[src/icp_pkg.sv]
`default_nettype none
// ----------------------------------------------------------------------------
// icp_pkg
// shared types and constants of the icicle pixel shader
// ----------------------------------------------------------------------------
package icp_pkg;

    localparam int COLOR_W = 24;
    localparam int CHAN_W  = 8;
    localparam int IDX_W   = 13;
    localparam int MAG_W   = 4;
    localparam int W_W     = 9;
    localparam int T_W     = 9;

    // 1.0 in 1.8 weight format
    localparam logic [8:0]  UNITY     = 9'h100;
    localparam logic [10:0] DRIP_HALF = 11'h07F;
    localparam logic [7:0]  CHAN_MAX  = 8'hFF;

    localparam logic [COLOR_W-1:0] GROW_RESET   = 24'h4040FA;
    localparam logic [COLOR_W-1:0] RECEDE_RESET = 24'hFA80C8;
    localparam logic [COLOR_W-1:0] DRIP_RESET   = 24'h0000FF;

    typedef enum logic [1:0] {
        REG_GROW   = 2'd0,
        REG_RECEDE = 2'd1,
        REG_DRIP   = 2'd2
    } cfg_reg_t;

    // per-icicle values shared by all of its pixels
    typedef struct packed {
        logic [IDX_W-1:0] base;
        logic             odd;
        logic [2:0]       dmag;
        logic [7:0]       dfrac;
        logic             a_on;
        logic [MAG_W-1:0] a_mag;
        logic [W_W-1:0]   a_w;
        logic             b_on;
        logic [MAG_W-1:0] b_mag;
        logic [7:0]       b_w;
        logic [T_W-1:0]   t;
    } icp_item_t;

    // per-pixel control traveling with the channel values
    typedef struct packed {
        logic [IDX_W-1:0] led_index;
        logic             last;
        logic             lit;
        logic             tip;
        logic [7:0]       dfrac;
        logic [W_W-1:0]   w;
        logic [T_W-1:0]   t;
    } icp_pix_t;

endpackage
`default_nettype wire

[src/icp_item_pipe.sv]
`default_nettype none
// ----------------------------------------------------------------------------
// icp_item_pipe
// per-icicle front end: drip weights, strip base index and a pipelined
// divider for the 1.8 hold ratio
// ----------------------------------------------------------------------------
module icp_item_pipe #(
    parameter int LEDS_PER_ICICLE = 5,
    parameter int ICICLE_COUNT    = 864
) (
    input  wire logic              clk,
    input  wire logic              rst_n,
    input  wire logic              in_valid,
    output logic                   in_ready,
    input  wire logic [9:0]        icicle_index,
    input  wire logic [14:0]       depth,
    input  wire logic [14:0]       hold_elapsed,
    input  wire logic [14:0]       hold_length,
    input  wire logic              receding,
    input  wire logic [14:0]       drip_position,
    output logic                   out_valid,
    input  wire logic              out_ready,
    output icp_pkg::icp_item_t     out_item
);
    import icp_pkg::*;

    localparam int DIV_STAGES = 4;
    localparam int DIV_STEPS  = 2;
    localparam int QUOT_W     = DIV_STAGES * DIV_STEPS;
    localparam int STAGES     = DIV_STAGES + 1;

    typedef struct packed {
        logic [14:0]       hlen;
        logic [14:0]       rem;
        logic [QUOT_W-1:0] quot;
        logic              fixed;
        logic [T_W-1:0]    tfix;
    } div_state_t;

    logic [STAGES-1:0] valid_reg;
    logic [STAGES-1:0] load;
    icp_item_t         item_reg [STAGES];
    div_state_t        div_reg  [STAGES];
    icp_item_t         item0_next;
    div_state_t        div0_next;
    logic              valid0_next;
    div_state_t        div_step [DIV_STAGES];

    // a stage takes new data when empty or when its content moves on
    always_comb
    begin
        load[STAGES-1] = !valid_reg[STAGES-1] || out_ready;
        for (int k = STAGES - 2; k >= 0; k--)
        begin
            load[k] = !valid_reg[k] || load[k+1];
        end
    end

    assign in_ready = load[0];

    always_comb
    begin
        logic [10:0] p;
        logic [10:0] a;
        logic [11:0] b;
        logic [31:0] base_full;

        p         = drip_position[14:4];
        a         = p - DRIP_HALF;
        b         = {1'b0, p} + {1'b0, DRIP_HALF};
        base_full = 32'(icicle_index) * 32'(LEDS_PER_ICICLE);

        item0_next       = '0;
        item0_next.base  = base_full[IDX_W-1:0];
        item0_next.odd   = icicle_index[0];
        item0_next.dmag  = depth[14:12];
        item0_next.dfrac = depth[11:4];
        if (drip_position != '0)
        begin
            item0_next.a_on = 1'b1;
            if (p > DRIP_HALF)
            begin
                // drop spans two leds
                item0_next.a_mag = {1'b0, a[10:8]};
                item0_next.a_w   = UNITY - {1'b0, a[7:0]};
                item0_next.b_on  = 1'b1;
                item0_next.b_mag = b[11:8];
                item0_next.b_w   = b[7:0];
            end
            else
            begin
                item0_next.a_w = {1'b0, p[7:0]};
            end
        end

        div0_next      = '0;
        div0_next.hlen = hold_length;
        div0_next.rem  = hold_elapsed;
        if (hold_elapsed == '0)
        begin
            // not holding: plain grow or recede color
            div0_next.fixed = 1'b1;
            div0_next.tfix  = receding ? UNITY : '0;
        end
        else if (hold_elapsed >= hold_length)
        begin
            // ratio at or above one saturates
            div0_next.fixed = 1'b1;
            div0_next.tfix  = UNITY;
        end

        valid0_next = in_valid && (32'(icicle_index) < 32'(ICICLE_COUNT));
    end

    // restoring division, DIV_STEPS quotient bits per stage
    always_comb
    begin
        logic [15:0] r2;
        div_state_t  s;

        r2 = '0;
        s  = '0;
        for (int k = 0; k < DIV_STAGES; k++)
        begin
            s = div_reg[k];
            for (int n = 0; n < DIV_STEPS; n++)
            begin
                r2 = {s.rem, 1'b0};
                if (r2 >= {1'b0, s.hlen})
                begin
                    r2     = r2 - {1'b0, s.hlen};
                    s.quot = {s.quot[QUOT_W-2:0], 1'b1};
                end
                else
                begin
                    s.quot = {s.quot[QUOT_W-2:0], 1'b0};
                end
                s.rem = r2[14:0];
            end
            div_step[k] = s;
        end
    end

    always_ff @(posedge clk or negedge rst_n)
    begin
        if (!rst_n)
        begin
            valid_reg <= '0;
        end
        else
        begin
            if (load[0])
            begin
                valid_reg[0] <= valid0_next;
            end
            for (int k = 1; k < STAGES; k++)
            begin
                if (load[k])
                begin
                    valid_reg[k] <= valid_reg[k-1];
                end
            end
        end
    end

    always_ff @(posedge clk)
    begin
        if (load[0])
        begin
            item_reg[0] <= item0_next;
            div_reg[0]  <= div0_next;
        end
        for (int k = 1; k < STAGES; k++)
        begin
            if (load[k])
            begin
                item_reg[k] <= item_reg[k-1];
                div_reg[k]  <= div_step[k-1];
            end
        end
    end

    always_comb
    begin
        out_item   = item_reg[STAGES-1];
        out_item.t = div_reg[STAGES-1].fixed ? div_reg[STAGES-1].tfix
                                             : {1'b0, div_reg[STAGES-1].quot};
    end

    assign out_valid = valid_reg[STAGES-1];

endmodule
`default_nettype wire

[src/icp_pixel_pipe.sv]
`default_nettype none
// ----------------------------------------------------------------------------
// icp_pixel_pipe
// three-stage color datapath: hold cross-fade, tip scaling, drip blend with
// saturation into the output register
// ----------------------------------------------------------------------------
module icp_pixel_pipe (
    input  wire logic                       clk,
    input  wire logic                       rst_n,
    input  wire logic                       in_valid,
    output logic                            in_ready,
    input  wire icp_pkg::icp_pix_t          in_pix,
    input  wire logic [icp_pkg::COLOR_W-1:0] grow_color,
    input  wire logic [icp_pkg::COLOR_W-1:0] recede_color,
    input  wire logic [icp_pkg::COLOR_W-1:0] drip_color,
    output logic                            out_valid,
    input  wire logic                       out_ready,
    output logic [icp_pkg::IDX_W-1:0]       led_index,
    output logic [7:0]                      red,
    output logic [7:0]                      green,
    output logic [7:0]                      blue,
    output logic                            last_pixel
);
    import icp_pkg::*;

    localparam int NCH = 3;

    function automatic logic [CHAN_W-1:0] chan_of(input logic [COLOR_W-1:0] color,
                                                  input int c);
        chan_of = color[COLOR_W-1-CHAN_W*c -: CHAN_W];
    endfunction

    logic [2:0]        valid_reg;
    logic [2:0]        load;
    icp_pix_t          pix1_reg;
    icp_pix_t          pix2_reg;
    icp_pix_t          pix3_reg;
    logic [15:0]       chan1_reg [NCH];
    logic [15:0]       chan2_reg [NCH];
    logic [CHAN_W-1:0] chan3_reg [NCH];
    logic [15:0]       chan1_next [NCH];
    logic [15:0]       chan2_next [NCH];
    logic [CHAN_W-1:0] chan3_next [NCH];

    always_comb
    begin
        load[2] = !valid_reg[2] || out_ready;
        load[1] = !valid_reg[1] || load[2];
        load[0] = !valid_reg[0] || load[1];
    end

    assign in_ready = load[0];

    // cross-fade: grow * (1 - t) + recede * t
    always_comb
    begin
        logic [16:0] mg;
        logic [16:0] mr;
        logic [16:0] sum;

        mg  = '0;
        mr  = '0;
        sum = '0;
        for (int c = 0; c < NCH; c++)
        begin
            mg  = 17'(chan_of(grow_color, c)) * 17'(UNITY - in_pix.t);
            mr  = 17'(chan_of(recede_color, c)) * 17'(in_pix.t);
            sum = mg + mr;
            chan1_next[c] = sum[15:0];
        end
    end

    // bottom led scaled by the depth fraction, unlit leds black
    always_comb
    begin
        logic [23:0] prod;

        prod = '0;
        for (int c = 0; c < NCH; c++)
        begin
            prod = 24'(chan1_reg[c]) * 24'(pix1_reg.dfrac);
            if (!pix1_reg.lit)
            begin
                chan2_next[c] = '0;
            end
            else if (pix1_reg.tip)
            begin
                chan2_next[c] = prod[23:8];
            end
            else
            begin
                chan2_next[c] = chan1_reg[c];
            end
        end
    end

    // drip blend, then saturate and keep the top byte
    always_comb
    begin
        logic [24:0] keep;
        logic [16:0] dw;
        logic [16:0] total;

        keep  = '0;
        dw    = '0;
        total = '0;
        for (int c = 0; c < NCH; c++)
        begin
            keep  = 25'(chan2_reg[c]) * 25'(UNITY - pix2_reg.w);
            dw    = 17'(chan_of(drip_color, c)) * 17'(pix2_reg.w);
            total = 17'(keep[23:8]) + dw;
            chan3_next[c] = total[16] ? CHAN_MAX : total[15:8];
        end
    end

    always_ff @(posedge clk or negedge rst_n)
    begin
        if (!rst_n)
        begin
            valid_reg <= '0;
        end
        else
        begin
            if (load[0])
            begin
                valid_reg[0] <= in_valid;
            end
            if (load[1])
            begin
                valid_reg[1] <= valid_reg[0];
            end
            if (load[2])
            begin
                valid_reg[2] <= valid_reg[1];
            end
        end
    end

    always_ff @(posedge clk)
    begin
        if (load[0])
        begin
            pix1_reg  <= in_pix;
            chan1_reg <= chan1_next;
        end
        if (load[1])
        begin
            pix2_reg  <= pix1_reg;
            chan2_reg <= chan2_next;
        end
        if (load[2])
        begin
            pix3_reg  <= pix2_reg;
            chan3_reg <= chan3_next;
        end
    end

    assign out_valid  = valid_reg[2];
    assign led_index  = pix3_reg.led_index;
    assign last_pixel = pix3_reg.last;
    assign red        = chan3_reg[0];
    assign green      = chan3_reg[1];
    assign blue       = chan3_reg[2];

endmodule
`default_nettype wire

[src/icicle_pixel_shader.sv]
`default_nettype none
// ----------------------------------------------------------------------------
// icicle_pixel_shader
// turns the state of one led icicle into one rgb pixel per led
// ----------------------------------------------------------------------------
// usage:
//   in_*  : one request per icicle (index, depth, hold timing, direction,
//           drip position); icicles at or beyond ICICLE_COUNT are taken and
//           dropped without any pixel
//   out_* : LEDS_PER_ICICLE pixel requests per icicle, in led order, each
//           with its strip index; last_pixel marks the final one
//   cfg_* : writes grow, recede and drip colors by register index; always
//           ready, write only while no icicle is in flight
// path: the first pixel passes the input register, four divider stages,
//   the serializer and three color stages before it is valid
// throughput: one pixel per cycle while the output is not held; the
//   serializer sends the pixels one by one and takes the next icicle as it sends the last
// reset: pipelines empty, colors return to their reset values
// stall: a held output freezes the pixel stages behind it; bubbles are
//   squeezed out and the front end keeps taking icicles until it is full
// ----------------------------------------------------------------------------
module icicle_pixel_shader #(
    parameter int LEDS_PER_ICICLE = 5,
    parameter int ICICLE_COUNT    = 864
) (
    input  wire logic                        clk,
    input  wire logic                        rst_n,
    input  wire logic                        in_valid,
    output logic                             in_ready,
    input  wire logic [9:0]                  icicle_index,
    input  wire logic [14:0]                 depth,
    input  wire logic [14:0]                 hold_elapsed,
    input  wire logic [14:0]                 hold_length,
    input  wire logic                        receding,
    input  wire logic [14:0]                 drip_position,
    output logic                             out_valid,
    input  wire logic                        out_ready,
    output logic [icp_pkg::IDX_W-1:0]        led_index,
    output logic [7:0]                       red,
    output logic [7:0]                       green,
    output logic [7:0]                       blue,
    output logic                             last_pixel,
    input  wire logic                        cfg_valid,
    output logic                             cfg_ready,
    input  wire logic [1:0]                  cfg_index,
    input  wire logic [icp_pkg::COLOR_W-1:0] cfg_data
);
    import icp_pkg::*;

    localparam int JW = $clog2(LEDS_PER_ICICLE);
    localparam logic [JW-1:0] J_LAST = JW'(LEDS_PER_ICICLE - 1);

    logic [COLOR_W-1:0] grow_reg;
    logic [COLOR_W-1:0] recede_reg;
    logic [COLOR_W-1:0] drip_reg;

    logic      item_out_valid;
    logic      item_out_ready;
    icp_item_t item_out;

    logic      ser_valid_reg;
    logic      ser_valid_next;
    icp_item_t ser_item_reg;
    logic [JW-1:0] j_reg;
    logic [JW-1:0] j_next;
    logic      ser_fire;
    logic      ser_done;
    logic      item_load;
    logic      pix_ready;
    icp_pix_t  pix;

    // configuration registers
    assign cfg_ready = 1'b1;

    always_ff @(posedge clk or negedge rst_n)
    begin
        if (!rst_n)
        begin
            grow_reg   <= GROW_RESET;
            recede_reg <= RECEDE_RESET;
            drip_reg   <= DRIP_RESET;
        end
        else if (cfg_valid && cfg_ready)
        begin
            unique case (cfg_reg_t'(cfg_index))
                REG_GROW:   grow_reg   <= cfg_data;
                REG_RECEDE: recede_reg <= cfg_data;
                REG_DRIP:   drip_reg   <= cfg_data;
                default:    ;
            endcase
        end
    end

    icp_item_pipe #(
        .LEDS_PER_ICICLE (LEDS_PER_ICICLE),
        .ICICLE_COUNT    (ICICLE_COUNT)
    ) u_item (
        .clk           (clk),
        .rst_n         (rst_n),
        .in_valid      (in_valid),
        .in_ready      (in_ready),
        .icicle_index  (icicle_index),
        .depth         (depth),
        .hold_elapsed  (hold_elapsed),
        .hold_length   (hold_length),
        .receding      (receding),
        .drip_position (drip_position),
        .out_valid     (item_out_valid),
        .out_ready     (item_out_ready),
        .out_item      (item_out)
    );

    // serializer: one pixel per cycle from the held icicle while the pixel pipe is ready
    assign ser_fire       = ser_valid_reg && pix_ready;
    assign ser_done       = ser_fire && (j_reg == J_LAST);
    assign item_load      = !ser_valid_reg || ser_done;
    assign item_out_ready = item_load;

    always_comb
    begin
        ser_valid_next = ser_valid_reg;
        j_next         = j_reg;
        if (item_load)
        begin
            ser_valid_next = item_out_valid;
            j_next         = '0;
        end
        else if (ser_fire)
        begin
            j_next = j_reg + 1'b1;
        end
    end

    always_ff @(posedge clk or negedge rst_n)
    begin
        if (!rst_n)
        begin
            ser_valid_reg <= 1'b0;
            j_reg         <= '0;
        end
        else
        begin
            ser_valid_reg <= ser_valid_next;
            j_reg         <= j_next;
        end
    end

    always_ff @(posedge clk)
    begin
        if (item_load && item_out_valid)
        begin
            ser_item_reg <= item_out;
        end
    end

    always_comb
    begin
        logic [JW-1:0]    jj;
        logic [MAG_W-1:0] jm;

        // odd icicles are wired bottom first
        jj = ser_item_reg.odd ? (J_LAST - j_reg) : j_reg;
        jm = MAG_W'(j_reg);

        pix           = '0;
        pix.led_index = ser_item_reg.base + IDX_W'(jj);
        pix.last      = (j_reg == J_LAST);
        pix.lit       = (jm <= {1'b0, ser_item_reg.dmag});
        pix.tip       = (jm == {1'b0, ser_item_reg.dmag});
        pix.dfrac     = ser_item_reg.dfrac;
        pix.t         = ser_item_reg.t;
        if (pix.lit)
        begin
            if (ser_item_reg.a_on && (jm == ser_item_reg.a_mag))
            begin
                pix.w = ser_item_reg.a_w;
            end
            else if (ser_item_reg.b_on && (jm == ser_item_reg.b_mag))
            begin
                pix.w = {1'b0, ser_item_reg.b_w};
            end
        end
    end

    icp_pixel_pipe u_pixel (
        .clk          (clk),
        .rst_n        (rst_n),
        .in_valid     (ser_valid_reg),
        .in_ready     (pix_ready),
        .in_pix       (pix),
        .grow_color   (grow_reg),
        .recede_color (recede_reg),
        .drip_color   (drip_reg),
        .out_valid    (out_valid),
        .out_ready    (out_ready),
        .led_index    (led_index),
        .red          (red),
        .green        (green),
        .blue         (blue),
        .last_pixel   (last_pixel)
    );

    // serializer empties after the last pixel when no icicle is waiting
    a_ser_drain: assert property (@(posedge clk) disable iff (!rst_n)
        ser_done && !item_out_valid |=> !ser_valid_reg)
        else $error("serializer still busy after last pixel");

    // a newly loaded icicle always starts at its first led
    a_j_restart: assert property (@(posedge clk) disable iff (!rst_n)
        item_load && item_out_valid |=> ser_valid_reg && (j_reg == '0))
        else $error("led counter not restarted on new icicle");

    // a grow color write lands in its register
    a_cfg_grow: assert property (@(posedge clk) disable iff (!rst_n)
        cfg_valid && cfg_ready && (cfg_index == 2'(REG_GROW))
        |=> grow_reg == $past(cfg_data))
        else $error("grow color write lost");

endmodule
`default_nettype wire
[config.mk]
export PLATFORM = sky130hd
export DESIGN_NAME = icicle_pixel_shader
export DESIGN_NICKNAME = d
export VERILOG_FILES = /design/src/icp_pkg.sv /design/src/icp_item_pipe.sv /design/src/icp_pixel_pipe.sv /design/src/icicle_pixel_shader.sv
export SDC_FILE = /design/constraint.sdc
export NUM_CORES = 2
export LEC_CHECK = 0
export ABC_CLOCK_PERIOD_IN_PS = 27500
export BUFFER_PORTS_ARGS = -buffer_cell sky130_fd_sc_hd__buf_2
export CORE_ASPECT_RATIO = 0.7
export CORE_MARGIN = 2
export CORE_UTILIZATION = 45
export DETAILED_ROUTE_END_ITERATION = 10
export HOLD_SLACK_MARGIN = 0.1
export PLACE_DENSITY_LB_ADDON = 0.08
export SLEW_MARGIN = 20
export SYNTH_ARGS = -nofsm -noshare
export SYNTH_HDL_FRONTEND = slang
export SYNTH_HIERARCHICAL = 1
export SYNTH_SLANG_ARGS = --single-unit
[constraint.sdc]
create_clock -name clk -period 27.5 [get_ports clk]
set_clock_uncertainty 0.1 [all_clocks]
set_input_delay 4.125 -clock clk [delete_from_list [all_inputs] [get_ports clk]]
set_output_delay 4.125 -clock clk [all_outputs]
set_load 0.005 [all_outputs]
; ---- After elaboration in Yosys (flattened, before gate mapping)
; Memories as Yosys holds them, arrays and structs flattened. A register that Yosys moved wholly into a read port is not among the register bits.
; Cells that the tools add are included.
[word_totals]
reg_bits = 283
ram_bits = 545
wordCells = 166
memories = 2
[mem_list]
columns = memory, depth, word_bits, read_ports, rd_ports_with_merged_regs, wr, line_no
row1 = u_item.item_reg, 5, 61, 5, 1, 5, icp_item_pipe.sv:42  ; icp_item_t item_reg [STAGES];
row2 = u_item.div_reg, 5, 48, 5, 0, 5, icp_item_pipe.sv:43  ; div_state_t div_reg [STAGES];
[op_classes]
n_addsub = 22
multipliers = 16
n_lt_le_gt_ge = 12
eq_ne = 6
muxes = 42
n_reduce_logical = 31
[op_table]
columns = op, count
row1 = $ge A16 B15 Y1, 8
row2 = $mux W15, 8
row3 = $sub A15 B15 Y15, 8
row4 = $mul A16 B25 Y24, 3
row5 = $mul A16 B8 Y24, 3
row6 = $add A16 B17 Y17, 3
row7 = $mul A8 B17 Y16, 3
row8 = $mul A8 B9 Y17, 3
row9 = $add A16 B16 Y16, 3
row10 = $mul A8 B9 Y16, 3
row11 = $mux W16, 3
row12 = $mux W27, 1
row13 = $mux W9, 3
row14 = $mux W10, 2
row15 = $sub A9 B9 Y10 const A, 2
row16 = $mux W1, 18
row17 = $mux W8, 2
row18 = $ge A15 B15 Y1, 1
row19 = $logic_not A15 Y1, 1
row20 = $reduce_bool A15 Y1, 1
row21 = $add A13 B3 Y13, 1
row22 = $mul A10 B3 Y13 const B, 1
row23 = $mux W13, 1
row24 = $add A11 B7 Y12 const B, 1
row25 = other kinds (19), 46

; ---- Depth between registers and ports, before layout
[logic_depth]
ltp_word = 14
depth_mapped = 47
depth_no_buf = 44

; ---- Modules after synthesis
; The synthesis kept the hierarchy.
[by_module_without_submodules]
columns = module, n_inst, cells_per_inst, area_per_inst_um2, seq_area_each_um2
row1 = icp_pixel_pipe, 1, 6037, 57108.5, 5780.5
row2 = icp_item_pipe, 1, 1548, 20241.9, 12136.6
row3 = icicle_pixel_shader, 1, 335, 5418.9, 3766.1

; ---- Worst setup path after synthesis
; Ideal clock, no wire load.
[synth_path]
kind = in2out
start = input out_ready
end = output in_ready
arrival_time_ps = 11742
required_time_ps = 23275
setup_slack_ps = 11533
path_stages = 7
n_path_buf = 0
path_cell_list = nand4b_1 -> nand2_1 -> nand2_1 -> nor2b_1 -> nand4_1 -> inv_1 -> nand2_1
[synth_between]
elab_chain_cells = 11
[synth_rtl]
columns = item, line_no
row1 = from (decl), icicle_pixel_shader.sv:37  ; input wire logic out_ready,
row2 = $logic_or A1 B1 Y1, icp_pixel_pipe.sv:47  ; load[2] = !valid_reg[2] || out_ready;
row3 = $logic_or A1 B1 Y1, icp_pixel_pipe.sv:48  ; load[1] = !valid_reg[1] || load[2];
row4 = $logic_or A1 B1 Y1, icp_pixel_pipe.sv:49  ; load[0] = !valid_reg[0] || load[1];
row5 = $logic_and A1 B1 Y1, icicle_pixel_shader.sv:114  ; assign ser_fire = ser_valid_reg && pix_ready;
row6 = $logic_and A1 B1 Y1, icicle_pixel_shader.sv:115  ; assign ser_done = ser_fire && (j_reg == J_LAST);
row7 = $logic_or A1 B1 Y1, icicle_pixel_shader.sv:116  ; assign item_load = !ser_valid_reg || ser_done;
row8 = via item_load, icicle_pixel_shader.sv:68  ; logic item_load;
row9 = $logic_or A1 B1 Y1, icp_item_pipe.sv:52  ; load[STAGES-1] = !valid_reg[STAGES-1] || out_ready;
row10 = $logic_or A1 B1 Y1 (3 in series), icp_item_pipe.sv:55  ; load[k] = !valid_reg[k] || load[k+1];
row11 = via u_item.load[1], icp_item_pipe.sv:41  ; logic [STAGES-1:0] load;
row12 = $logic_or A1 B1 Y1, icp_item_pipe.sv:55
row13 = to (decl), icicle_pixel_shader.sv:29  ; output logic in_ready,
; The timed path passes the listed nets, and every way through them passes these cells.

; ---- Worst setup path after layout
[layout_path]
start = register u_pixel/pix2_reg[13] (netlist bit)
end = register u_pixel.chan3_reg, in the netlist u_pixel/green[1] (data pin)
[layout_between]
elab_chain_cells = 3
elab_cells_between_ends = 4
cone_classes = 2 x add/sub / 2 x mul
[layout_rtl]
columns = item, line_no
row1 = from (decl), icp_pixel_pipe.sv:36  ; icp_pix_t pix2_reg;
row2 = from (signal assigned), icp_pixel_pipe.sv:148  ; pix2_reg <= pix1_reg;
row3 = $sub A9 B9 Y10, icp_pixel_pipe.sv:109  ; keep = 25'(chan2_reg[c]) * 25'(UNITY - pix2_reg.w);
row4 = $mul A16 B25 Y24, icp_pixel_pipe.sv:109
row5 = $add A16 B17 Y17 (*), icp_pixel_pipe.sv:111  ; total = 17'(keep[23:8]) + dw;
row6 = to (signal assigned), icp_pixel_pipe.sv:154  ; chan3_reg <= chan3_next;
row7 = to (decl), icp_pixel_pipe.sv:40  ; logic [CHAN_W-1:0] chan3_reg [NCH];
; Every way passes the cells marked *; elsewhere a longest branch is shown, timed or not.
; A chain may end at the register's enable or synchronous reset.

==> run metrics <==
area grow syn2layout=6.80%; hold-critical path endpoint=u_item/item_reg[0][217]; worst r2r path cells=42; overall routing resource usage=0.222; Worst path most repeated cell=fa_1; initial DRC count=roughly 3300; fin crit share=0.459; crit-path max FO=32; max reg flops=250; CTS buffer count=81; CTS tree=done; critical path required time=27.84 ns; Post-CTS Repair Setup Buffers=0; Relative slew margins=0.197; Critical Path Max Stage Delay=0.72 ns; CP Capture Type=flip-flop; pre-CTS setup slack=14.92 ns; Boundary Pins=about 140; DIE AREA=187000 sq um; vias in the first global route=56300; slowest CP cell=xnor2_2; post-detail-place hpwl=~160000 um; Clock Latency Late Sink=0.69 ns; first-pass GRT wire length=323000 um; Post-DP Area=85700 sq um; Synth Register Bits=~740; initial core utilization=0.454; Vias=53000; Syn Inst Count=about 8000; Arrival @ worst endpoint=~13 ns; largest net degree at the start of global routing=69; worst slew pin tran=about 1.2 ns; hold buffers post-CTS=0; R2R setup slack=14.88 ns; gr ovfl total=0; Root Buffer Master=clkbuf_16; prevailing post-synth register cell=edfxtp_1; DR vias/cell=5.11; Design Area, Final=around 88000 sq um; core area=roughly 180000 sq um; clk sink count=735; worst min path class=reg2reg; synth unique cells=97; routed wire length per instance=19.3 um; critical path class=reg2reg; final setup vio count=0; Synth area leaders=fa_1, edfxtp_1, ha_1; Seq/Total Area, Yosys=0.262; RSZ-0062 raised after global routing=false; initial antenna violation count=20; R2R Path Start=u_pixel/pix2_reg[13]; cell taking the most area after synthesis=fa_1; TritonRoute pass-1 iters=6; startpoint of the lowest-slack hold path=u_item/item_reg[0][156]; crit path time final=12.62 ns; Die H=363 um; post-synth top area share=0.297; Clock Pin Slew Worst Setup and Hold Paths=0.06 ns; nets=9892; final core occ=0.485; final count of pins violating max slew=0; ys async rst share=0.114; final setup margin=14.88 ns; Worst setup SP type=flip-flop; fillers=16800; routability cong.=~0.84; post-route setup TNS=0 ns; Port Buffers=137; status=finished clean; MaxCap Viol Count=0; Chip Width=517 um; Final Hold Fails=0; Site Rows=131; Warnings, synthesis=6; drt drc=0; worst r2r dst=u_pixel/green[1]; syn nets=~10000; total wire length=200000 um; f_max=0.0792 GHz; # resized after CTS=0; Cell Area, Synth=approximately 83000 sq um; Final ANT Viol Nets=0; hold path depth=0; EDFF count, synth=between 600 and 700; Mean Syn Cell Area=10.5 sq um; share of post-route cells with drive strength above 1=0.0729; CTS HTree Levels=3; deepest clock path buffer count=3
-- kinds of logic (layout without fill, tap and decap cells) --
family                   count (synthesis)  in the layout  synth area share
flip-flops                             735            735             0.262
buffers and inverters                 1852           1846            0.0870
multiplexers                           157            157            0.0213
AND/OR/NAND/NOR                       2262           2262             0.137
other                                    2              8         0.0000907
XOR/XNOR                               355            355            0.0376
adder cells (fa/ha/maj)               1944           1944             0.405
AO/OA/AOI/OAI                          613            613            0.0498
-- layer usage --
layer,vias up,wire [um],global-route usage
met5,-,97,0
met4,14,4020,0.0468
met3,207,12500,0.0419
met2,1088,83500,0.326
met1,27100,100000,0.341
li1,24700,-,-
-- cell usage after synthesis, types with 9 or more instances --
cell and count:
dfrtp_1 58, and3_1 25, o21ai_1 17, o31ai_1 12, nand3_1 62, and2_1 721
o21ai_0 103, buf_4 58, ha_1 716, buf_2 14, mux2_2 118, nand3b_1 13
xnor2_1 249, nand2b_1 49, nor2b_1 76, inv_1 1475, o211ai_1 15, o21a_1 57
mux2_4 9, a21oi_1 164, or2_2 20, a31oi_1 28, o21bai_1 30, a21o_1 69
fa_1 1228, nand4_1 35, dfstp_2 26, buf_1 52, a211oi_1 10, nor3_1 61
nand2_1 933, xor2_1 106, mux2i_1 30, edfxtp_1 651, o31a_1 14, clkbuf_1 248
nor4_1 13, or3_1 14, nor2_1 192
-- how the worst max path moves through the flow --
stage | cells past startpoint | startpoint | end | slack, ns
6_report | 42 | u_pixel/pix2_reg[13] | u_pixel/green[1] | 14.88
5_1_grt | 42 | u_pixel/pix2_reg[12] | u_pixel/green[1] | 14.06
4_1_cts | 42 | u_pixel/pix2_reg[13] | u_pixel/green[1] | 14.84
3_5_place_dp | 42 | u_pixel/pix2_reg[13] | u_pixel/green[1] | 14.92
3_3_place_gp | 42 | u_pixel/pix2_reg[13] | u_pixel/green[1] | 15.06
2_1_floorplan | 7 | out_ready | in_ready | 11.53
-- layout by cell type, fill, tap and decap left out, types with 12 or more instances in the layout --
cell and n:
nand2_1 931, and3_1 25, o31ai_1 12, nand2b_1 48, dfstp_2 26, mux2_2 118, o211ai_1 15, nand4_1 35
dfrtp_1 58, or2_2 20, and2_1 720, or3_1 14, clkinv_1 14, nand3_1 61, o21ai_1 17, clkbuf_16 81
o31a_1 14, xor2_1 102, o21bai_1 30, mux2i_1 30, nor3_1 61, edfxtp_1 651, buf_4 81, fa_1 1228
nand3b_1 13, o21ai_0 103, xnor2_1 239, a31oi_1 27, a21o_1 69, nor2b_1 76, nor2_1 192, buf_2 136
o21a_1 57, nor4_1 13, inv_1 1474, clkinv_2 16, ha_1 716, a21oi_1 164
-- layout make-up --
| class | count | area (sq um) | share of cell area |
|---|---|---|---|
| flip-flops and latches | 735 | 21700 | 0.245 |
| well taps | 2460 | 3080 | 0.0348 |
| clock inverters | 59 | 619 | 0.00701 |
| clock buffers | 92 | 2080 | 0.0235 |
| diodes | 6 | 15.0 | 0.000170 |
| multi-input cells | 5333 | 54100 | 0.612 |
| repair buffers | 217 | 1290 | 0.0146 |
| inverters | 1478 | 5550 | 0.0628 |
-- stage by stage --
step | std cells | hold slack (ns)
after floorplan | 7920 | 0.300
after global placement | 10200 | 0.301
after detailed placement | 10200 | 0.305
after CTS | 10400 | 0.302
after global routing | 10400 | 0.305
final | 10400 | 0.307
-- worst max-delay path: cells and delay by family (launching register included) --
family | cells | cell delay (ns)
fa+ha+maj | 12 | 5.65
compound gates | 11 | 2.18
simple gates | 9 | 1.56
buf+inv | 8 | 1.13
xor+xnor | 1 | 0.72
mux | 1 | 0.57
flops | 1 | 0.36
Power is not shown: default switching activity piles up to over one toggle a cycle in this logic, so the estimate is an artifact.
